## src/design/pac_pkg.sv

```systemverilog
// shared types, codes and tables of the pose agreement confirmer
`default_nettype none
package pac_pkg;

  localparam int ANGLE_BITS_DEF    = 16;
  localparam int CORDIC_STAGES_DEF = 16;
  localparam int CORDIC_W          = 36;
  localparam int QUEUE_DEPTH       = 4;

  localparam logic [1:0] FUNC_QUERY  = 2'd0;
  localparam logic [1:0] FUNC_INGEST = 2'd1;
  localparam logic [1:0] FUNC_CLEAR  = 2'd2;

  localparam logic [1:0] OUT_PENDING   = 2'd0;
  localparam logic [1:0] OUT_CONFIRMED = 2'd1;
  localparam logic [1:0] OUT_TIMEOUT   = 2'd2;
  localparam logic [1:0] OUT_SKIPPED   = 2'd3;

  localparam logic [2:0] REG_FRAMES    = 3'd0;
  localparam logic [2:0] REG_XY_TOL    = 3'd1;
  localparam logic [2:0] REG_YAW_TOL   = 3'd2;
  localparam logic [2:0] REG_PERIOD    = 3'd3;
  localparam logic [2:0] REG_WINDOW    = 3'd4;

  localparam int CFG_DATA_W = 40;

  typedef enum logic [1:0] {
    KIND_QUERY,
    KIND_INGEST,
    KIND_CLEAR,
    KIND_NONE
  } kind_t;

  typedef enum logic [1:0] {
    BK_IDLE,
    BK_CORDIC,
    BK_AGREE,
    BK_DONE
  } back_state_t;

  typedef struct packed {
    logic [15:0] frames_needed;
    logic [30:0] xy_tolerance;
    logic [14:0] yaw_tolerance;
    logic [39:0] probe_period_ns;
    logic [39:0] attempt_window_ns;
  } settings_t;

  typedef struct packed {
    kind_t                       kind;
    logic                        gates;
    logic [62:0]                 now_ns;
    logic [1:0]                  clock_kind;
    logic signed [31:0]          pos_x;
    logic signed [31:0]          pos_y;
    logic signed [CORDIC_W-1:0]  vec_x;
    logic signed [CORDIC_W-1:0]  vec_y;
    logic                        half_turn;
    logic                        rot_zero;
  } item_t;

  typedef struct packed {
    logic load;
    logic run;
    logic check;
    logic commit;
  } back_ctl_t;

  // atan(2^-i) in 2^32 units per turn
  function automatic logic [31:0] atan_turn(input logic [4:0] idx);
    logic [31:0] v;
    case (idx)
      5'd0:  v = 32'd536870912;
      5'd1:  v = 32'd316933406;
      5'd2:  v = 32'd167458907;
      5'd3:  v = 32'd85004756;
      5'd4:  v = 32'd42667331;
      5'd5:  v = 32'd21354465;
      5'd6:  v = 32'd10679838;
      5'd7:  v = 32'd5340245;
      5'd8:  v = 32'd2670163;
      5'd9:  v = 32'd1335087;
      5'd10: v = 32'd667544;
      5'd11: v = 32'd333772;
      5'd12: v = 32'd166886;
      5'd13: v = 32'd83443;
      5'd14: v = 32'd41722;
      5'd15: v = 32'd20861;
      5'd16: v = 32'd10430;
      5'd17: v = 32'd5215;
      5'd18: v = 32'd2608;
      5'd19: v = 32'd1304;
      5'd20: v = 32'd652;
      5'd21: v = 32'd326;
      5'd22: v = 32'd163;
      5'd23: v = 32'd81;
      default: v = 32'd0;
    endcase
    return v;
  endfunction

endpackage
`default_nettype wire

```

## src/design/pac_front.sv

```systemverilog
// front end: classifies an incoming transaction and prepares the cordic start vector
`default_nettype none
module pac_front (
  input  wire logic [1:0]         func,
  input  wire logic [62:0]        now_ns,
  input  wire logic [1:0]         clock_kind,
  input  wire logic               status_pending,
  input  wire logic               pose_finite,
  input  wire logic signed [31:0] pos_x,
  input  wire logic signed [31:0] pos_y,
  input  wire logic signed [15:0] rot_cos,
  input  wire logic signed [15:0] rot_sin,
  output pac_pkg::item_t          item
);

  logic signed [pac_pkg::CORDIC_W-1:0] cx;
  logic signed [pac_pkg::CORDIC_W-1:0] cy;
  pac_pkg::kind_t                      kind;

  assign cx = {{(pac_pkg::CORDIC_W-32){rot_cos[15]}}, rot_cos, 16'h0000};
  assign cy = {{(pac_pkg::CORDIC_W-32){rot_sin[15]}}, rot_sin, 16'h0000};

  always_comb begin
    case (func)
      pac_pkg::FUNC_QUERY:  kind = pac_pkg::KIND_QUERY;
      pac_pkg::FUNC_INGEST: kind = pac_pkg::KIND_INGEST;
      pac_pkg::FUNC_CLEAR:  kind = pac_pkg::KIND_CLEAR;
      default:              kind = pac_pkg::KIND_NONE;
    endcase
  end

  always_comb begin
    item.kind       = kind;
    item.gates      = status_pending & pose_finite;
    item.now_ns     = now_ns;
    item.clock_kind = clock_kind;
    item.pos_x      = pos_x;
    item.pos_y      = pos_y;
    // left half plane: turn by a half turn first
    item.half_turn  = rot_cos[15];
    item.vec_x      = rot_cos[15] ? -cx : cx;
    item.vec_y      = rot_cos[15] ? -cy : cy;
    item.rot_zero   = (rot_cos == 16'sd0) && (rot_sin == 16'sd0);
  end

endmodule
`default_nettype wire

```

## config.mk

```make
export PLATFORM = sky130hd
export DESIGN_NAME = pac_front
export DESIGN_NICKNAME = d
export VERILOG_FILES = /design/src/design/pac_pkg.sv /design/src/design/pac_front.sv
export SDC_FILE = /design/constraint.sdc
export NUM_CORES = 1
export LEC_CHECK = 0
export ABC_AREA = 1
export BUFFER_PORTS_ARGS = -buffer_cell sky130_fd_sc_hd__clkbuf_2
export CORE_AREA = 2 2 142 144
export DETAILED_ROUTE_END_ITERATION = 8
export DIE_AREA = 0 0 144 146
export SLEW_MARGIN = 0
export SYNTH_ARGS = -nofsm -noshare
export SYNTH_HDL_FRONTEND = slang
export SYNTH_SLANG_ARGS = --single-unit
```

## constraint.sdc

```tcl
create_clock -name vclk -period 1.7
set_input_delay 0.255 -clock vclk [all_inputs]
set_output_delay 0.255 -clock vclk [all_outputs]
set_load 0.01 [all_outputs]
```

# Word level (Yosys, flattened, before mapping)

Cells that the tools add are included.

Memory bits (read-only): 0
Word-level logic and storage cells: 12
Input bits: 165
Memories: 0
Output and inout bits: 206
Bits in latches: 0
Register bits: 0
Memory bits (writable): 0

Multiply operators: 0
$lt $le $gt $ge: 0
Reduce and logical (&&, ||, !) cells: 4
Bitwise operators: 1
Shifts and indexed selects: 0
Add/subtract/negate cells: 2
Equality and inequality tests: 2
Div/mod/pow operators: 0
Muxes and demuxes: 3

Operators with widths:

| kind               | count |
|---|---|
| $mux 36            | 2 |
| $neg 32->36        | 2 |
| $logic_not 16->1   | 2 |
| $pmux 2 s3         | 1 |
| $eq 2x1->1 const B | 1 |
| $eq 2x2->1 const B | 1 |
| $logic_not 2->1    | 1 |
| $and 1x1->1        | 1 |
| $logic_and 1x1->1  | 1 |

# Depth between registers and ports, before layout

Gate-level depths: netlist (run 1).

Depth after elaboration: 2
Gate-level depth with buffers: 9
Gate-level depth less buffers: 9

# Worst setup path before layout (run 1)

OpenSTA, ideal clock, no wires.

Kind: input-to-output
Start point: in rot_cos[1]
End point: out item[0] (netlist bit)
Stages: 6
Setup slack: 356 ps
Path buffers: 0
Data arrival time: 1089 ps
Path through: inv_1 -> ha_1 -> nand3_2 -> nor2_2 -> nand3_2 -> nor3_2

RTL lines:

| item               | line            | RTL |
|---|---|---|
| start: declaration | pac_front.sv:11 | `input wire logic signed [15:0] rot_cos,` |
| end: declaration   | pac_front.sv:13 | `output pac_pkg::item_t item` |

==> metrics, run 1 <==
Max-Cap Viols=0; Post-DP Area=0.00187 mm^2; share of cells above drive strength 1=39.0%; Die W=144 um; Slew Viols, Final=0; Compound-Gate Fraction of Synth Area=2.18%; antenna cells=0; main combinational cell family by area after synthesis=buffers and inverters; yosys warns=0; # DRC=0; Antenna Nets Post-Route=0; crit path kind=input port to output port; Core Box Area=0.0193 mm^2; type of origin of the critical path=input port; WL per Instance=14.0 um; cell area after synthesis=0.00218 mm^2; Tcrit/Tclk final=95.0%; Adder-Cell Fraction of Synth Area=1.15%; setup TNS=0 ns; Post-Syn Instances=358; Fmax=0.619 GHz; count of final hold-check violations=0; Netlist cell types=23; multiplexer area fraction after synthesis=0%; 1st-iter DRT viols=44; Post-Syn Area per Cell=6.10 um^2; Reg area=0 um^2; GRT Total Usage=6.78%; final worst slack=0.0842 ns; FFs & Latches=0; Worst Hold Class=input port to output port; endpoints failing setup=0; grt total ovfl=0; Final min period=1.62 ns; Buffers on Ports=73; row count=51; post-synthesis sequential area ratio=0%; Vias/cell=3.04; I/O pins=371; commonest non-fill, non-tap cells in the layout=70 x nand2_1, 69 x clkbuf_2, 36 x conb_1; DIE HEIGHT=146 um; number of global-route vias before repair=1,500; first-pass GRT wire length=10,100 um; Final GP Congestion=0.658; worst-path maximum fanout=4; commonest non-fill, non-tap cell in the layout=nand2_1; Worst EP required=1.44 ns; DR vias=1,749; Initial Utilization=11.3%; crit end category=output port; Lkg Pwr=1.06 nW; First-pass DRT Iterations=4; final instance area=0.00197 mm^2; RSZ-0062 raised after global routing=yes; initial antenna violation count=0; Synth-to-Final Area Change=-9.91%; NumNets Final=479; pwr dens=226 mW/mm^2; largest net degree at the start of global routing=24; postcts setup bufs=0; post-cts hold buffer count=0; xor and xnor area share after synthesis=5.21%; clk_buf instances=0; DP HPWL=7020 um; Worst EP arrival=1.36 ns; die area=0.0210 mm^2; Simple-Gate Fraction of Synth Area=26.9%; status=finished clean; Max VDD drop=0.0000586 V; dpl ws=-0.0774 ns; final wirelength=8060 um
==> cells in the mapped netlist, drive strengths merged <==
master	count	share of area [%]
ha	2	1.1
inv	30	5.2
clkbuf	2	0.34
nand3b	4	1.4
xnor2	1	0.40
nand3	27	7.3
nor3	2	0.69
nand2	73	13
o21ai	8	2.2
conb	1	0.17
buf	172	59
xor2	12	4.8
nor2	24	4.8
==> critical path: stages <==
cell	delay (ns)
clkbuf_4	0.15
nor2_4	0.11
buf_4	0.12
nand2_2	0.05
nor2_4	0.18
buf_6	0.14
nand3_1	0.08
nand2_1	0.07
nand2_1	0.04
nand2_1	0.05
buf_2	0.12
==> through the flow <==
step | utilization (%) | hold WS (ns) | power (mW) | cells
5_1_grt | 10.2 | 0.510 | 0.499 | 575
3_5_place_dp | 9.65 | 0.510 | 0.437 | 575
3_3_place_gp | 9.65 | 0.510 | 0.433 | 575
2_1_floorplan | - | 0.564 | 0.615 | 393
4_1_cts | 9.83 | 0.510 | 0.445 | 575
6_report | 10.2 | 0.510 | 0.445 | 575
==> power by group <==
part           internal, mW  switching (mW)
Clock                     0               0
Sequential                0               0
Combinational         0.171           0.274
==> timing repair <==
| item | CTS | global route |
|---|---|---|
| gates resized for setup | 7 | 23 |
| pin swaps | 1 | 6 |
| endpoints found under the setup margin | 12 | 13 |
==> layer usage <==
metal | wire [um] | GRT usage (%) | share of wire [%] | up-vias
li1 | - | - | - | 788
met1 | 2390 | 6.15 | 30 | 696
met2 | 3170 | 9.69 | 39 | 165
met3 | 1410 | 3.82 | 17 | 100
met4 | 1090 | 8.14 | 14 | 0
met5 | 0 | 0 | 0 | -
==> cell families (layout without fill, tap and decap cells) <==
logic type	after synthesis	after routing
buffers and inverters	204	121
xor gates and xnor gates	13	13
adders and majority gates	2	2
other	1	36
and+or+nand+nor	130	130
AOI/OAI and AO/OA	8	8
==> final cells by class <==
cell class	instances	area [um^2]
fillers	2301	17400
multi-input cells	189	998
repair buffers	91	526
well taps	265	332
inverters	30	113
==> final timing paths <==
| kind | startpoint | end | slack [ns] | cells after the start |
|---|---|---|---|---|
| worst max-delay path | rot_sin[5] | item[31] | 0.08 | 11 |
| worst min-delay path | now_ns[38] | item[178] | 0.51 | 0 |
(Power assumes the default switching activity.)
==> inputs of run 2 (changes only) <==
--- a/config.mk
+++ b/config.mk
@@ -5,11 +5,10 @@
 export SDC_FILE = /design/constraint.sdc
 export NUM_CORES = 1
 export LEC_CHECK = 0
-export ABC_AREA = 1
 export BUFFER_PORTS_ARGS = -buffer_cell sky130_fd_sc_hd__clkbuf_2
-export CORE_AREA = 2 2 142 144
+export CORE_AREA = 2 2 145 147
 export DETAILED_ROUTE_END_ITERATION = 8
-export DIE_AREA = 0 0 144 146
+export DIE_AREA = 0 0 147 149
 export SLEW_MARGIN = 0
 export SYNTH_ARGS = -nofsm -noshare
 export SYNTH_HDL_FRONTEND = slang
==> run 2 against run 1 <==
The run now ends with setup timing left. Critical path type unchanged. Critical endpoint is now item[32]. Non-clock buffer count is 27 higher. Synthesized area is 5.0% lower. Maximum frequency is 21% lower. Cell count is 8.7% lower. Die area is 4.2% higher. Final area is 24% higher. First-iteration DRC count is 39% lower.
==> metrics, run 2 <==
# DRC=0; Reg area=0 um^2; number of global-route vias before repair=1,478; share of cells above drive strength 1=66.4%; Synth top cells by count=168 x buf_4, 26 x xnor2_1, 12 x clkbuf_1; First-pass DRT Iterations=4; Final min period=2.03 ns; first-pass GRT wire length=9740 um; WL per Instance=13.8 um; count of final hold-check violations=0; Final GP Congestion=0.617; GRT Total Usage=5.89%; crit path kind=input port to output port; Initial Utilization=10.1%; hold_sp=pos_x[25]; Buffers on Ports=73; initial antenna violation count=0; DIE HEIGHT=149 um; status=finished, violations left; Lkg Pwr=1.08 nW; worst-path maximum fanout=5; I/O pins=371; Worst Hold Class=input port to output port; RSZ-0062 raised after global routing=yes; largest net degree at the start of global routing=21; crit end category=output port; antenna cells=0; commonest non-fill, non-tap cells in the layout=40 x clkbuf_2, 36 x conb_1, 31 x buf_4; DP HPWL=6100 um; share of the synthesized area in the top cell type=60.8%; 1st-iter DRT viols=27; placed cells=517; row count=53; Slew Viols, Final=0; endpoints failing setup=27; Antenna Nets Post-Route=0; grt total ovfl=0; yosys warns=0; utilization after layout=11.9%; clk_buf instances=0; post-synthesis sequential area ratio=0%; NumNets Final=419; Post-Syn Area per Cell=7.44 um^2; pwr dens=236 mW/mm^2; violated checks=setup timing; Netlist cell types=27; Core Box Area=0.0206 mm^2; Worst Setup SP=rot_sin[10]; commonest non-fill, non-tap cell in the layout=clkbuf_2; Max VDD drop=0.000109 V; final worst slack=-0.333 ns; FFs & Latches=0; Fmax=0.492 GHz; hold_ws=0.510 ns; type of origin of the critical path=input port; Post-Syn Instances=279; most common cell in the netlist=buf_4; Max-Cap Viols=0; setup TNS=-5.40 ns; final wirelength=7240 um; Finished Layout Cells=525; Die W=147 um; Synth-to-Final Area Change=17.7%; Vias/cell=3.00; Worst EP required=1.44 ns; DR vias=1,575; dominant cell type by area after synthesis=buf_4; largest cells by area after synthesis=buf_4 61%, xnor2_1 11%, o41ai_2 3.1%; Worst EP arrival=1.78 ns; Tcrit/Tclk final=120%; die area=0.0219 mm^2; cell area after synthesis=0.00207 mm^2
[run 2: cells by family (layout without fill, tap and decap cells)]
kind of cell	count (synthesis)	count (layout)	synth area share (%)
adders and majority gates	2	2	1.21
and+or+nand+nor	33	33	10.5
buffers and inverters	187	123	64.7
xor gates and xnor gates	26	26	11.0
AOI/OAI and AO/OA	30	30	12.5
other	1	36	0.181
[run 2: per-stage QoR]
stage	total power [mW]	setup WS [ns]	cell area (um^2)
after floorplan	0.617	-0.127	2280
after global placement	0.482	-0.459	1970
after detailed placement	0.484	-0.475	1970
after CTS	0.557	-0.354	2300
after global routing	0.630	-0.387	2440
final	0.575	-0.333	2440
[run 2: repair_timing]
action                                  in CTS  in global routing
gates resized for setup                     57                 52
pin swaps                                   22                 12
endpoints found under the setup margin      28                 29
hold buffers                                 0                  0
buffers inserted                             4                  6
[run 2: worst max-delay path, cell delays in order]
cell      delay (ns)
buf_6           0.09
or4_4           0.60
or4_1           0.53
o211ai_1        0.12
buf_2           0.17
[run 2: area by class of cell]
cell class,count,area (um^2)
fill,2422,18100
multi-input combinational,127,1210
timing repair buffer,118,866
tap,275,344
inverter,5,23.8
[run 2: path summary, 6_finish.rpt]
path  cells after the start         to
max                       5   item[32]
min                       0  item[131]
[run 2: per-layer routing]
layer | GRT usage (%) | up-vias | routed length [um]
met5 | 2.73 | - | 85
met4 | 5.05 | 2 | 632
met3 | 3.39 | 80 | 1210
met2 | 8.47 | 163 | 3020
met1 | 5.94 | 674 | 2300
li1 | - | 656 | -
[run 2: where the power goes]
part           internal, mW  switching [mW]
logic                 0.271           0.304
registers                 0               0
clock network             0               0
==> inputs of run 3 (changes only) <==
--- a/config.mk
+++ b/config.mk
@@ -6,9 +6,12 @@
 export NUM_CORES = 1
 export LEC_CHECK = 0
 export BUFFER_PORTS_ARGS = -buffer_cell sky130_fd_sc_hd__clkbuf_2
-export CORE_AREA = 2 2 145 147
+export CELL_PAD_IN_SITES_DETAIL_PLACEMENT = 0
+export CELL_PAD_IN_SITES_GLOBAL_PLACEMENT = 1
+export CORE_AREA = 2 2 144 146
 export DETAILED_ROUTE_END_ITERATION = 8
-export DIE_AREA = 0 0 147 149
+export DIE_AREA = 0 0 146 148
+export PLACE_DENSITY_LB_ADDON = 0.1
 export SLEW_MARGIN = 0
 export SYNTH_ARGS = -nofsm -noshare
 export SYNTH_HDL_FRONTEND = slang
==> constraint.sdc (replaced) <==
create_clock -name vclk -period 1.9
set_input_delay 0.285 -clock vclk [all_inputs]
set_output_delay 0.285 -clock vclk [all_outputs]
set_load 0.01 [all_outputs]
==> run 3 against run 2 <==
The run still ends with setup timing left. Non-clock buffer count is 9 higher. Total power down 11%. Setup slack better by 0.16 ns. Wire length decreased by 14%. Count of clock-buffer cells in the layout did not move. Die area down 1.3%. Sequential cell count unchanged. Largest power group unchanged.
==> metrics, run 3 (same netlist as run 2, synthesis figures left out) <==
Max VDD drop=0.0000680 V; final wirelength=6210 um; crit end category=output port; Tcrit/Tclk final=109%; Combinational Power Share=100.0%; utilization after layout=12.1%; initial antenna violation count=0; Initial Utilization=10.4%; WL per Instance=11.7 um; Clock power frac=0%; post-cts hold buffer count=0; Post-DP Area=0.00190 mm^2; crit path kind=input port to output port; endpoints failing setup=20; grt total ovfl=0; Reg area=0 um^2; antenna cells=0; pwr dens=210 mW/mm^2; Synth-to-Final Area Change=16.9%; # DRC=0; commonest non-fill, non-tap cells in the layout=46 x clkbuf_2, 44 x buf_4, 36 x conb_1; DR vias=1,532; hold_ws=0.570 ns; Worst EP required=1.62 ns; Die W=146 um; row count=52; die area=0.0216 mm^2; violated checks=setup timing; Max-Cap Viols=0; Final GP Congestion=0.687; RSZ-0062 raised after global routing=yes; first-pass GRT wire length=8560 um; share of cells above drive strength 1=66.0%; Buffers on Ports=73; I/O pins=371; Lkg Pwr=1.07 nW; worst-path maximum fanout=7; Tot Pwr=509 uW; largest net degree at the start of global routing=20; final worst slack=-0.174 ns; DIE HEIGHT=148 um; Fill cells=2,373; Worst Setup SP=rot_sin[10]; Vias/cell=2.90; First-pass DRT Iterations=3; Core Box Area=0.0200 mm^2; status=finished, violations left; NumNets Final=428; 1st-iter DRT viols=38; Worst Hold Class=input port to output port; clk_buf instances=0; cell-internal power=238 uW; Setup crit end=item[33]; commonest non-fill, non-tap cell in the layout=clkbuf_2; Antenna Nets Post-Route=0; GRT Total Usage=4.90%; number of global-route vias before repair=1,503; FFs & Latches=0; DP HPWL=5240 um; Final min period=2.07 ns; Fmax=0.482 GHz; sequential share of power=0%; final instance area=0.00243 mm^2; type of origin of the critical path=input port; placed cells=516; Sw Pwr=271 uW; Finished Layout Cells=529; Slew Viols, Final=0; count of final hold-check violations=0; Sw Ratio=53.2%; Worst EP arrival=1.79 ns
run 3: worst min-delay path by stage:
| stage | start | cells after the start | end |
|---|---|---|---|
| floorplan | rot_sin[2] | 1 | item[20] |
| global placement | pos_y[30] | 0 | item[104] |
| detailed placement | pos_y[30] | 0 | item[104] |
| CTS | pos_y[30] | 0 | item[104] |
| global route | pos_x[3] | 0 | item[109] |
| finish | pos_y[26] | 0 | item[100] |
run 3: stage by stage:
step	TNS [ns]	setup WS (ns)
final	-1.99	-0.174
after global routing	-3.21	-0.223
after CTS	-2.48	-0.208
after detailed placement	-4.29	-0.347
after global placement	-4.52	-0.369
after floorplan	0	0.0124
run 3: layout make-up:
type	count	area [um^2]	share of cell area (%)
Inverter	5	28.8	1.19
Multi-Input combinational cell	127	1180	48.6
Tap cell	270	338	13.9
Timing Repair Buffer	127	880	36.3
run 3: per-layer routing:
layer	up-vias	global-route usage, %	wire length [um]
met5	-	0	0
met4	0	4.08	511
met3	56	0.586	478
met2	101	8.47	2980
met1	698	5.39	2240
li1	677	-	-
run 3: critical path: stages:
cell,delay (ns)
buf_6,0.09
or4_4,0.61
o41ai_4,0.47
xnor2_1,0.17
buf_2,0.15
run 3: power by group through the flow:
| stage | registers (mW) | logic [mW] | clock network (mW) |
|---|---|---|---|
| finish | 0 | 0.509 | 0 |
| CTS | 0 | 0.477 | 0 |
| global placement | 0 | 0.429 | 0 |
| detailed placement | 0 | 0.423 | 0 |
| floorplan | 0 | 0.542 | 0 |
| global route | 0 | 0.553 | 0 |
run 3: what timing repair did:
action | 4_1_cts | 5_1_grt
endpoints found under the setup margin | 26 | 27
endpoints found under the hold margin | 0 | 0
buffers inserted | 7 | 8
pin swaps | 18 | 21
gates cloned | 0 | 0
resized for setup | 47 | 64
