## src/design/pac_pkg.sv

```systemverilog
// shared types, codes and tables of the pose agreement confirmer
`default_nettype none
package pac_pkg;

  localparam int ANGLE_BITS_DEF    = 16;
  localparam int CORDIC_STAGES_DEF = 16;
  localparam int CORDIC_W          = 36;
  localparam int QUEUE_DEPTH       = 4;

  localparam logic [1:0] FUNC_QUERY  = 2'd0;
  localparam logic [1:0] FUNC_INGEST = 2'd1;
  localparam logic [1:0] FUNC_CLEAR  = 2'd2;

  localparam logic [1:0] OUT_PENDING   = 2'd0;
  localparam logic [1:0] OUT_CONFIRMED = 2'd1;
  localparam logic [1:0] OUT_TIMEOUT   = 2'd2;
  localparam logic [1:0] OUT_SKIPPED   = 2'd3;

  localparam logic [2:0] REG_FRAMES    = 3'd0;
  localparam logic [2:0] REG_XY_TOL    = 3'd1;
  localparam logic [2:0] REG_YAW_TOL   = 3'd2;
  localparam logic [2:0] REG_PERIOD    = 3'd3;
  localparam logic [2:0] REG_WINDOW    = 3'd4;

  localparam int CFG_DATA_W = 40;

  typedef enum logic [1:0] {
    KIND_QUERY,
    KIND_INGEST,
    KIND_CLEAR,
    KIND_NONE
  } kind_t;

  typedef enum logic [1:0] {
    BK_IDLE,
    BK_CORDIC,
    BK_AGREE,
    BK_DONE
  } back_state_t;

  typedef struct packed {
    logic [15:0] frames_needed;
    logic [30:0] xy_tolerance;
    logic [14:0] yaw_tolerance;
    logic [39:0] probe_period_ns;
    logic [39:0] attempt_window_ns;
  } settings_t;

  typedef struct packed {
    kind_t                       kind;
    logic                        gates;
    logic [62:0]                 now_ns;
    logic [1:0]                  clock_kind;
    logic signed [31:0]          pos_x;
    logic signed [31:0]          pos_y;
    logic signed [CORDIC_W-1:0]  vec_x;
    logic signed [CORDIC_W-1:0]  vec_y;
    logic                        half_turn;
    logic                        rot_zero;
  } item_t;

  typedef struct packed {
    logic load;
    logic run;
    logic check;
    logic commit;
  } back_ctl_t;

  // atan(2^-i) in 2^32 units per turn
  function automatic logic [31:0] atan_turn(input logic [4:0] idx);
    logic [31:0] v;
    case (idx)
      5'd0:  v = 32'd536870912;
      5'd1:  v = 32'd316933406;
      5'd2:  v = 32'd167458907;
      5'd3:  v = 32'd85004756;
      5'd4:  v = 32'd42667331;
      5'd5:  v = 32'd21354465;
      5'd6:  v = 32'd10679838;
      5'd7:  v = 32'd5340245;
      5'd8:  v = 32'd2670163;
      5'd9:  v = 32'd1335087;
      5'd10: v = 32'd667544;
      5'd11: v = 32'd333772;
      5'd12: v = 32'd166886;
      5'd13: v = 32'd83443;
      5'd14: v = 32'd41722;
      5'd15: v = 32'd20861;
      5'd16: v = 32'd10430;
      5'd17: v = 32'd5215;
      5'd18: v = 32'd2608;
      5'd19: v = 32'd1304;
      5'd20: v = 32'd652;
      5'd21: v = 32'd326;
      5'd22: v = 32'd163;
      5'd23: v = 32'd81;
      default: v = 32'd0;
    endcase
    return v;
  endfunction

endpackage
`default_nettype wire

```

## src/design/pac_back.sv

```systemverilog
// back end: cordic yaw, pose agreement check, state update and result register
`default_nettype none
module pac_back #(
  parameter int ANGLE_BITS    = pac_pkg::ANGLE_BITS_DEF,
  parameter int CORDIC_STAGES = pac_pkg::CORDIC_STAGES_DEF
) (
  input  wire logic               clk,
  input  wire logic               rst,
  input  wire pac_pkg::settings_t cfg,
  input  wire pac_pkg::item_t     head,
  input  wire logic               empty,
  output logic                    pop,
  output logic                    result_valid,
  input  wire logic               result_stall,
  output logic [1:0]              outcome,
  output logic                    probe_due,
  output logic [31:0]             probes_seen,
  output logic [15:0]             agreements
);

  localparam int SW = $clog2(CORDIC_STAGES);
  localparam int CW = pac_pkg::CORDIC_W;

  pac_pkg::back_state_t state, state_next;
  pac_pkg::back_ctl_t   ctl;
  pac_pkg::item_t       cur;

  // block state
  logic [31:0]           probe_total;
  logic [15:0]           agree_run;
  logic                  holds_pose;
  logic signed [31:0]    held_x;
  logic signed [31:0]    held_y;
  logic [ANGLE_BITS-1:0] held_yaw;
  logic [62:0]           first_stamp;
  logic [1:0]            first_clock;
  logic [62:0]           latest_stamp;
  logic [1:0]            latest_clock;

  // working registers
  logic signed [CW-1:0]  cx;
  logic signed [CW-1:0]  cy;
  logic [31:0]           acc;
  logic [SW-1:0]         cnt;
  logic [32:0]           ax;
  logic [32:0]           ay;
  logic [61:0]           sq_x;
  logic [61:0]           sq_y;
  logic [61:0]           sq_t;
  logic                  agree;
  logic [ANGLE_BITS-1:0] yaw_new;

  logic settings_ok;
  logic out_free;
  logic last_stage;

  assign settings_ok = (|cfg.frames_needed) && (|cfg.xy_tolerance) &&
                       (|cfg.yaw_tolerance) && (|cfg.probe_period_ns) &&
                       (|cfg.attempt_window_ns);
  assign out_free    = !result_valid || !result_stall;
  assign last_stage  = (cnt == SW'(CORDIC_STAGES - 1));

  // next state
  always_comb begin
    state_next = state;
    case (state)
      pac_pkg::BK_IDLE: begin
        if (!empty) begin
          if (head.kind == pac_pkg::KIND_INGEST && head.gates && settings_ok) begin
            state_next = pac_pkg::BK_CORDIC;
          end else begin
            state_next = pac_pkg::BK_DONE;
          end
        end
      end
      pac_pkg::BK_CORDIC: begin
        if (last_stage) begin
          state_next = pac_pkg::BK_AGREE;
        end
      end
      pac_pkg::BK_AGREE: state_next = pac_pkg::BK_DONE;
      pac_pkg::BK_DONE: begin
        if (out_free) begin
          state_next = pac_pkg::BK_IDLE;
        end
      end
      default: state_next = pac_pkg::BK_IDLE;
    endcase
  end

  // control outputs
  always_comb begin
    ctl.load   = (state == pac_pkg::BK_IDLE) && !empty;
    ctl.run    = (state == pac_pkg::BK_CORDIC);
    ctl.check  = (state == pac_pkg::BK_AGREE);
    ctl.commit = (state == pac_pkg::BK_DONE) && out_free;
  end

  assign pop = ctl.load;

  // load: position differences against the held pose
  logic signed [32:0] dx;
  logic signed [32:0] dy;
  assign dx = {held_x[31], held_x} - {head.pos_x[31], head.pos_x};
  assign dy = {held_y[31], held_y} - {head.pos_y[31], head.pos_y};

  // one cordic vectoring stage
  logic signed [CW-1:0] xs;
  logic signed [CW-1:0] ys;
  logic [31:0]          atan_v;
  assign xs     = cx >>> cnt;
  assign ys     = cy >>> cnt;
  assign atan_v = pac_pkg::atan_turn(5'(cnt));

  // shared squarer: squares ax, then ay, then the xy tolerance while the cordic runs
  logic [30:0] mul_a;
  logic [61:0] mul_p;
  always_comb begin
    if (cnt == SW'(0)) begin
      mul_a = ax[30:0];
    end else if (cnt == SW'(1)) begin
      mul_a = ay[30:0];
    end else begin
      mul_a = cfg.xy_tolerance;
    end
  end
  assign mul_p = mul_a * mul_a;

  // agreement check
  logic [31:0]           acc_r;
  logic [ANGLE_BITS-1:0] yaw_c;
  logic [ANGLE_BITS-1:0] yaw_d;
  logic [ANGLE_BITS-1:0] yaw_f;
  logic                  coarse_ok;
  logic                  fine_ok;
  logic                  yaw_ok;
  assign acc_r     = acc + (32'd1 << (31 - ANGLE_BITS));
  assign yaw_c     = cur.rot_zero ? '0 : acc_r[31 -: ANGLE_BITS];
  assign yaw_d     = yaw_c - held_yaw;
  // fold to the shorter way around
  assign yaw_f     = (yaw_d > (ANGLE_BITS'(1) << (ANGLE_BITS - 1))) ? -yaw_d : yaw_d;
  assign yaw_ok    = (32'(yaw_f) <= 32'(cfg.yaw_tolerance));
  assign coarse_ok = (ax <= 33'(cfg.xy_tolerance)) && (ay <= 33'(cfg.xy_tolerance));
  assign fine_ok   = ((63'(sq_x) + 63'(sq_y)) <= 63'(sq_t));

  // commit values
  logic        ingest_ok;
  logic [31:0] total_inc;
  logic [15:0] run_inc;
  logic [15:0] run_new;
  logic        take_first;
  logic [62:0] first_new;
  logic [1:0]  first_clk_new;
  logic [62:0] since_first;
  logic        timed_out;
  logic [62:0] since_latest;
  logic        due;
  logic [1:0]  ingest_outcome;

  assign ingest_ok     = (cur.kind == pac_pkg::KIND_INGEST) && settings_ok;
  assign total_inc     = (probe_total == 32'hFFFF_FFFF) ? probe_total : probe_total + 32'd1;
  assign run_inc       = (agree_run == 16'hFFFF) ? agree_run : agree_run + 16'd1;
  assign run_new       = !cur.gates ? 16'd0 : (agree ? run_inc : 16'd1);
  assign take_first    = (first_stamp == 63'd0) || (cur.clock_kind != first_clock);
  assign first_new     = take_first ? cur.now_ns : first_stamp;
  assign first_clk_new = take_first ? cur.clock_kind : first_clock;
  assign since_first   = cur.now_ns - first_new;
  assign timed_out     = (cur.clock_kind == first_clk_new) && (cur.now_ns > first_new) &&
                         (since_first > 63'(cfg.attempt_window_ns));
  assign since_latest  = cur.now_ns - latest_stamp;
  assign due           = settings_ok && (cur.now_ns != 63'd0) &&
                         ((latest_stamp == 63'd0) || (cur.clock_kind != latest_clock) ||
                          (cur.now_ns < latest_stamp) ||
                          (since_latest >= 63'(cfg.probe_period_ns)));

  always_comb begin
    if (run_new >= cfg.frames_needed) begin
      ingest_outcome = pac_pkg::OUT_CONFIRMED;
    end else if (timed_out) begin
      ingest_outcome = pac_pkg::OUT_TIMEOUT;
    end else begin
      ingest_outcome = pac_pkg::OUT_PENDING;
    end
  end

  // datapath registers
  always_ff @(posedge clk) begin
    if (ctl.load) begin
      cur <= head;
      cx  <= head.vec_x;
      cy  <= head.vec_y;
      acc <= {head.half_turn, 31'd0};
      cnt <= '0;
      ax  <= dx[32] ? 33'(-dx) : 33'(dx);
      ay  <= dy[32] ? 33'(-dy) : 33'(dy);
    end
    if (ctl.run) begin
      if (!cy[CW-1]) begin
        cx  <= cx + ys;
        cy  <= cy - xs;
        acc <= acc + atan_v;
      end else begin
        cx  <= cx - ys;
        cy  <= cy + xs;
        acc <= acc - atan_v;
      end
      cnt <= cnt + SW'(1);
      if (cnt == SW'(0)) begin
        sq_x <= mul_p;
      end
      if (cnt == SW'(1)) begin
        sq_y <= mul_p;
      end
      if (cnt == SW'(2)) begin
        sq_t <= mul_p;
      end
    end
    if (ctl.check) begin
      agree   <= holds_pose && coarse_ok && fine_ok && yaw_ok;
      yaw_new <= yaw_c;
    end
  end

  // state machine, block state and result register
  always_ff @(posedge clk) begin
    if (rst) begin
      state        <= pac_pkg::BK_IDLE;
      result_valid <= 1'b0;
      probe_total  <= '0;
      agree_run    <= '0;
      holds_pose   <= 1'b0;
      held_x       <= '0;
      held_y       <= '0;
      held_yaw     <= '0;
      first_stamp  <= '0;
      first_clock  <= '0;
      latest_stamp <= '0;
      latest_clock <= '0;
    end else begin
      state <= state_next;
      if (ctl.commit) begin
        result_valid <= 1'b1;
      end else if (!result_stall) begin
        result_valid <= 1'b0;
      end
      if (ctl.commit) begin
        case (cur.kind)
          pac_pkg::KIND_INGEST: begin
            if (settings_ok) begin
              probe_total  <= total_inc;
              first_stamp  <= first_new;
              first_clock  <= first_clk_new;
              latest_stamp <= cur.now_ns;
              latest_clock <= cur.clock_kind;
              agree_run    <= run_new;
              holds_pose   <= cur.gates;
              if (cur.gates) begin
                held_x   <= cur.pos_x;
                held_y   <= cur.pos_y;
                held_yaw <= yaw_new;
              end
            end
          end
          pac_pkg::KIND_CLEAR: begin
            probe_total  <= '0;
            agree_run    <= '0;
            holds_pose   <= 1'b0;
            held_x       <= '0;
            held_y       <= '0;
            held_yaw     <= '0;
            first_stamp  <= '0;
            first_clock  <= '0;
            latest_stamp <= '0;
            latest_clock <= '0;
          end
          default: begin
          end
        endcase
      end
    end
  end

  always_ff @(posedge clk) begin
    if (ctl.commit) begin
      case (cur.kind)
        pac_pkg::KIND_QUERY: begin
          outcome     <= pac_pkg::OUT_SKIPPED;
          probe_due   <= due;
          probes_seen <= probe_total;
          agreements  <= agree_run;
        end
        pac_pkg::KIND_INGEST: begin
          outcome     <= ingest_ok ? ingest_outcome : pac_pkg::OUT_SKIPPED;
          probe_due   <= 1'b0;
          probes_seen <= ingest_ok ? total_inc : probe_total;
          agreements  <= ingest_ok ? run_new : agree_run;
        end
        pac_pkg::KIND_CLEAR: begin
          outcome     <= pac_pkg::OUT_SKIPPED;
          probe_due   <= 1'b0;
          probes_seen <= '0;
          agreements  <= '0;
        end
        default: begin
          outcome     <= pac_pkg::OUT_SKIPPED;
          probe_due   <= 1'b0;
          probes_seen <= probe_total;
          agreements  <= agree_run;
        end
      endcase
    end
  end

endmodule
`default_nettype wire

```

## config.mk

```make
export PLATFORM = sky130hd
export DESIGN_NAME = pac_back
export DESIGN_NICKNAME = d
export VERILOG_FILES = /design/src/design/pac_pkg.sv /design/src/design/pac_back.sv
export SDC_FILE = /design/constraint.sdc
export NUM_CORES = 2
export LEC_CHECK = 0
export ABC_AREA = 0
export BUFFER_PORTS_ARGS = -buffer_cell sky130_fd_sc_hd__buf_4
export CAP_MARGIN = 0
export CORE_ASPECT_RATIO = 1.25
export CORE_MARGIN = 2
export CORE_UTILIZATION = 27
export DETAILED_ROUTE_END_ITERATION = 7
export GPL_TIMING_DRIVEN = 1
export MAX_ROUTING_LAYER = met4
export REMOVE_ABC_BUFFERS = 1
export SYNTH_ARGS = -nofsm -noshare
export SYNTH_HDL_FRONTEND = slang
export SYNTH_SLANG_ARGS = --single-unit
```

## constraint.sdc

```tcl
create_clock -name clk -period 26.9 [get_ports clk]
set_input_delay 1.345 -clock clk [delete_from_list [all_inputs] [get_ports clk]]
set_output_delay 1.345 -clock clk [all_outputs]
set_load 0.02 [all_outputs]
```

[Word-level counts from Yosys, hierarchy flattened]
Memory sizes are Yosys's and may differ from the RTL's. A register that Yosys moved wholly into a read port is not among the register bits.
Cells that the tools add are included.
Operators by class
  multiply operators: 1
  bitwise logic cells: 2
  muxes and demuxes: 60
  divide/modulo/power cells: 0
  $lt $le $gt $ge: 10
  $add $sub $neg: 19
  reduce and logical (&&, ||, !) cells: 46
  shift-type cells: 2
  equality and inequality tests: 20
Operators with widths (number)
  $mux W32: 12
  $pmux W32 S2: 4
  $pmux W63 S2: 2
  $mux W36: 6
  $mux W63: 3
  $mux W16: 9
  $logic_not A63 Y1: 2
  $sub A63 B63 Y63: 2
  $pmux W16 S2: 3
  $reduce_or A40 Y1: 2
  $add A36 B36 Y36: 2
  $sshr A36 B4 Y36: 2
  $sub A36 B36 Y36: 2
  $le A33 B31 Y1: 2
  $neg A33 Y33: 2
  $sub A32 B32 Y33: 2
  $add A62 B62 Y63: 1
  $ge A63 B40 Y1: 1
  $gt A63 B40 Y1: 1
  $gt A63 B63 Y1: 1
  $le A63 B62 Y1: 1
  $lt A63 B63 Y1: 1
  $reduce_bool A63 Y1: 1
  $mul A31 B31 Y62: 1
  43 further kinds: 95
Word-level totals
  input port bits: 352
  register bits: 823
  bits in latches: 0
  output and inout port bits: 53
  memories: 1
  bits in writable memories: 0
  ROM bits: 480
Memories
  (no name shown): depth 16, bits a word 30, read ports 1, clocked after Yosys merged registers in 1, write ports 0, line pac_pkg.sv:72  | case (idx)

[Logic depth before layout (Yosys ltp)]
  word-level depth: 9
  depth in mapped cells: 46
  gate-level depth less buffers: 40

[Worst setup path after synthesis]
No wires, ideal clock.
  path type: input to register
  start: in empty
  end: reg, netlist name atan_v[0]
  path buffers: 1
  path slack: 11.656 ns
  stages: 9
  data required time: 26.770 ns
  arrival time: 15.114 ns
  cells stage by stage: nor2b_1 -> nor2_1 -> inv_1 -> o22ai_1 -> clkbuf_1 -> nor2_1 -> a21oi_1 -> nand2_1 -> o21ai_0
Between the ends
  cells in the longest elaborated chain, start to end: 4
RTL lines
  start: declaration: line pac_back.sv:11  | input wire logic empty,
  $logic_not A1 Y1: line pac_back.sv:93  | ctl.load = (state == pac_pkg::BK_IDLE) && !empty;
  $logic_and A1 B1 Y1: line pac_back.sv:93
  $reduce_bool A2 Y1 (no source line)
  $mux W4 (no source line)
No other way between the ends.
A chain may end at the register's enable or synchronous reset.

[Final worst setup path]
  start: reg cnt[1]
  end: reg sq_x[59], data pin
Between the ends
  cells in the longest elaborated chain, start to end: 4
RTL lines
  start: declaration: line pac_back.sv:44  | logic [SW-1:0] cnt;
  start signal: assignment: line pac_back.sv:207  | cnt <= cnt + SW'(1);
  $eq A4 B1 Y1: line pac_back.sv:121  | end else if (cnt == SW'(1)) begin
  $mux W31: line pac_back.sv:121
  $mux W31 *: line pac_back.sv:119  | if (cnt == SW'(0)) begin
  $mul A31 B31 Y62 *: line pac_back.sv:127  | assign mul_p = mul_a * mul_a;
  named net mul_p[59]: line pac_back.sv:117  | logic [61:0] mul_p;
  end signal: assignment: line pac_back.sv:209  | sq_x <= mul_p;
  end: declaration: line pac_back.sv:47  | logic [61:0] sq_x;
Mark *: on every way through the listed nets, which the timed path passes. The rest lies on a longest branch.

==> impl_results.md <==
- Syn-to-layout area delta: 12.55%
- Initial antenna violation count: 63
- Max Cap Viol: 0
- Commonest non-fill, non-tap cell in the layout: inv_1
- Routability cong.: 0.9783
- Yosys reg bits: 850
- Worst hold path class: reg2reg
- DR pass1 iterations: 8
- Initial Util: 0.2705
- Setup repair bufs after CTS: 0
- Sequential area share after synthesis: 0.2449
- Die area: 346500 um2
- Startpoint types: flip-flop
- Number of gates resized after cts: 0
- Setup Viol. Count Final: 0
- Critical Path RT: 27.46 ns
- Core box area: 341100 um2
- Antenna-violating nets left: 0
- Period utilisation layout: 0.4546
- Clk buf depth: 4
- Asr flop ratio synth: 0
- Die width: 526.9 um
- Final nets: 12550
- CP max FO: 74
- IO Count: 405
- CP Capture Type: flip-flop
- Synth unique cells: 101
- H-Tree Depth: 3
- Mean area per synthesized cell: 8.926 um2
- Least-Margin Pin Slew: 1.202 ns
- Vias/cell: 5.018
- Hold-fix buffers, CTS: 0
- Met2 usage: 0.2993
- Tmin final: 12.23 ns
- WS Path Type: reg2reg
- Vias in the first global route: 76260
- DR iter-0 viols: 5624
- CTS tree: yes
- Overflow after GRT: 0
- Fill count: 35990
- Clock-pin slew on the worst setup and hold paths: 0.07 ns
- Total wire length: 312500 um
- Die Ht: 657.6 um
- Busiest grt layer: met2
- Final hold viol count: 0
- RSZ-0062 raised after global routing: false
- Slew Viols, Final: 0
- Clock Skew: 0.1158 ns
- Clk_lat worst skew: 0.88 ns
- Worst Path Arrival: 12.79 ns
- Layout cells sized above 1: 0.08611
- Remaining DRCs: 0
- Setup TNS: 0 ns
- Met3 Use GR: 0.03277
- Crit path top cell by count: fa_1
- FMAX: 0.08177 GHz
- Total GRT Usage: 0.1814
- Largest net degree at the start of global routing: 111
- HPWL after DPL: 250700 um
- Most frequent cells in the layout: inv_1, nor2_1, a21oi_1, ha_1, nand2_1
- DR vias: 76070
- Synth Instances: 10340
- Post-synth EDFFs: 558
- Run status: finished, final reports clean
- Ys flop type: edfxtp_1
- Met1 GRT Util: 0.2120
- FP Rows: 240
- CTS Buf Count: 107
- Rel. slew slack: 0.1985
- PortBufs: 404
- Root Buffer: clkbuf_16
- Avg WL per Cell: 20.61 um
- Slowest-stage cell, CP: clkinv_1
- First-pass GRT wire length: 468500 um
- Synth warn: 0
- Delay of the slowest cell on the worst path: 0.85 ns
- Netlist Area Pre-Place: 92280 um2
- TritonCTS Sinks: 850
==> cells in the mapped netlist (all sizes together), types with 72 or more instances <==
cell type | number | area, um2
o21bai | 72 | 540.5
o21a | 73 | 548.0
xor2 | 186 | 1629
nand2 | 791 | 2979
nand4 | 150 | 950.9
nor4 | 124 | 805.8
mux2 | 81 | 912.1
nor3b | 90 | 675.7
a31oi | 91 | 569.3
nand3 | 133 | 665.6
a21o | 310 | 2327
clkbuf | 341 | 1280
and3 | 83 | 520.5
inv | 1441 | 5409
dfxtp | 292 | 5846
a21oi | 906 | 4538
fa | 757 | 15150
xnor2 | 373 | 3267
ha | 888 | 11110
mux4 | 78 | 1757
mux2i | 112 | 1137
nand2b | 87 | 544.3
edfxtp | 558 | 16760
o21ai | 422 | 2112
nor2b | 92 | 575.6
nor3 | 218 | 1096
nor2 | 914 | 3438
==> stage by stage <==
| stage | area (um2) | instances | utilization | hold slack [ns] | setup slack, ns |
|---|---|---|---|---|---|
| after floorplan | 90690 | 9935 | - | 0.4385 | 9.314 |
| after global placement | 100300 | 14920 | 0.2939 | 0.4538 | 15.06 |
| after detailed placement | 100300 | 14920 | 0.2939 | 0.4622 | 14.89 |
| after CTS | 103800 | 15110 | 0.3041 | 0.4708 | 14.82 |
| after global routing | 103900 | 15160 | 0.3044 | 0.4888 | 14.12 |
| final | 103900 | 15160 | 0.3045 | 0.4697 | 14.67 |
==> sequential cells by signal (all words and copies together), names as in the netlist, 16 cells and up <==
| name | count |
|---|---|
| held_x | 32 |
| acc | 32 |
| held_y | 32 |
| agree_run | 16 |
| atan_v | 30 |
| agreements | 16 |
| sq_y | 61 |
| cur | 133 |
| held_yaw | 16 |
| cy | 36 |
| probe_total | 32 |
| latest_stamp | 63 |
| ay | 33 |
| cx | 36 |
| sq_t | 61 |
| ax | 33 |
| sq_x | 61 |
| first_stamp | 63 |
| probes_seen | 32 |
| yaw_new | 16 |
==> path summary, 6_finish.rpt <==
check | from | end | slack, ns | cells past startpoint
hold reg to reg | latest_stamp[8] | latest_stamp[8] | 0.47 | 2
hold / removal | latest_stamp[8] | latest_stamp[8] | 0.47 | 2
setup reg to reg | cnt[1] | sq_x[59] | 14.67 | 36
setup / recovery | cnt[1] | sq_x[59] | 14.67 | 36
==> logic make-up after synthesis <==
group / Yosys count / synth area share
XOR/XNOR: 559 / 0.05305
flip-flops: 850 / 0.2449
adder cells (fa/ha/maj): 1645 / 0.2846
AO/OA/AOI/OAI: 2249 / 0.1485
buffers and inverters: 1850 / 0.07604
multiplexers: 271 / 0.04125
AND/OR/NAND/NOR: 2915 / 0.1516
==> worst max-delay path, delay by kind of cell, from the launching register on <==
family | cells | cell delay [ns]
xor+xnor | 1 | 0.15
flops | 1 | 0.33
buf+inv | 9 | 2.69
compound gates | 9 | 2.15
simple gates | 7 | 1.90
fa+ha+maj | 10 | 4.65
==> cell type report <==
cell class / instances / area, um2 / area share
Clock buffer: 124 / 2793 / 0.02689
Multi-Input combinational cell: 7639 / 62810 / 0.6047
Clock inverter: 72 / 708.2 / 0.006818
Sequential cell: 850 / 22600 / 0.2176
Inverter: 1446 / 5430 / 0.05228
Timing Repair Buffer: 506 / 3806 / 0.03664
Antenna cell: 46 / 115.1 / 0.001108
Tap cell: 4477 / 5602 / 0.05393
==> per-layer routing <==
metal / routed length [um] / part of all wire
met5: 0 / 0
met2: 150400 / 0.48
met3: 20470 / 0.065
met1: 125000 / 0.40
met4: 16670 / 0.053
Power is not shown: default switching activity piles up to over one toggle a cycle in this logic, so the estimate is an artifact.
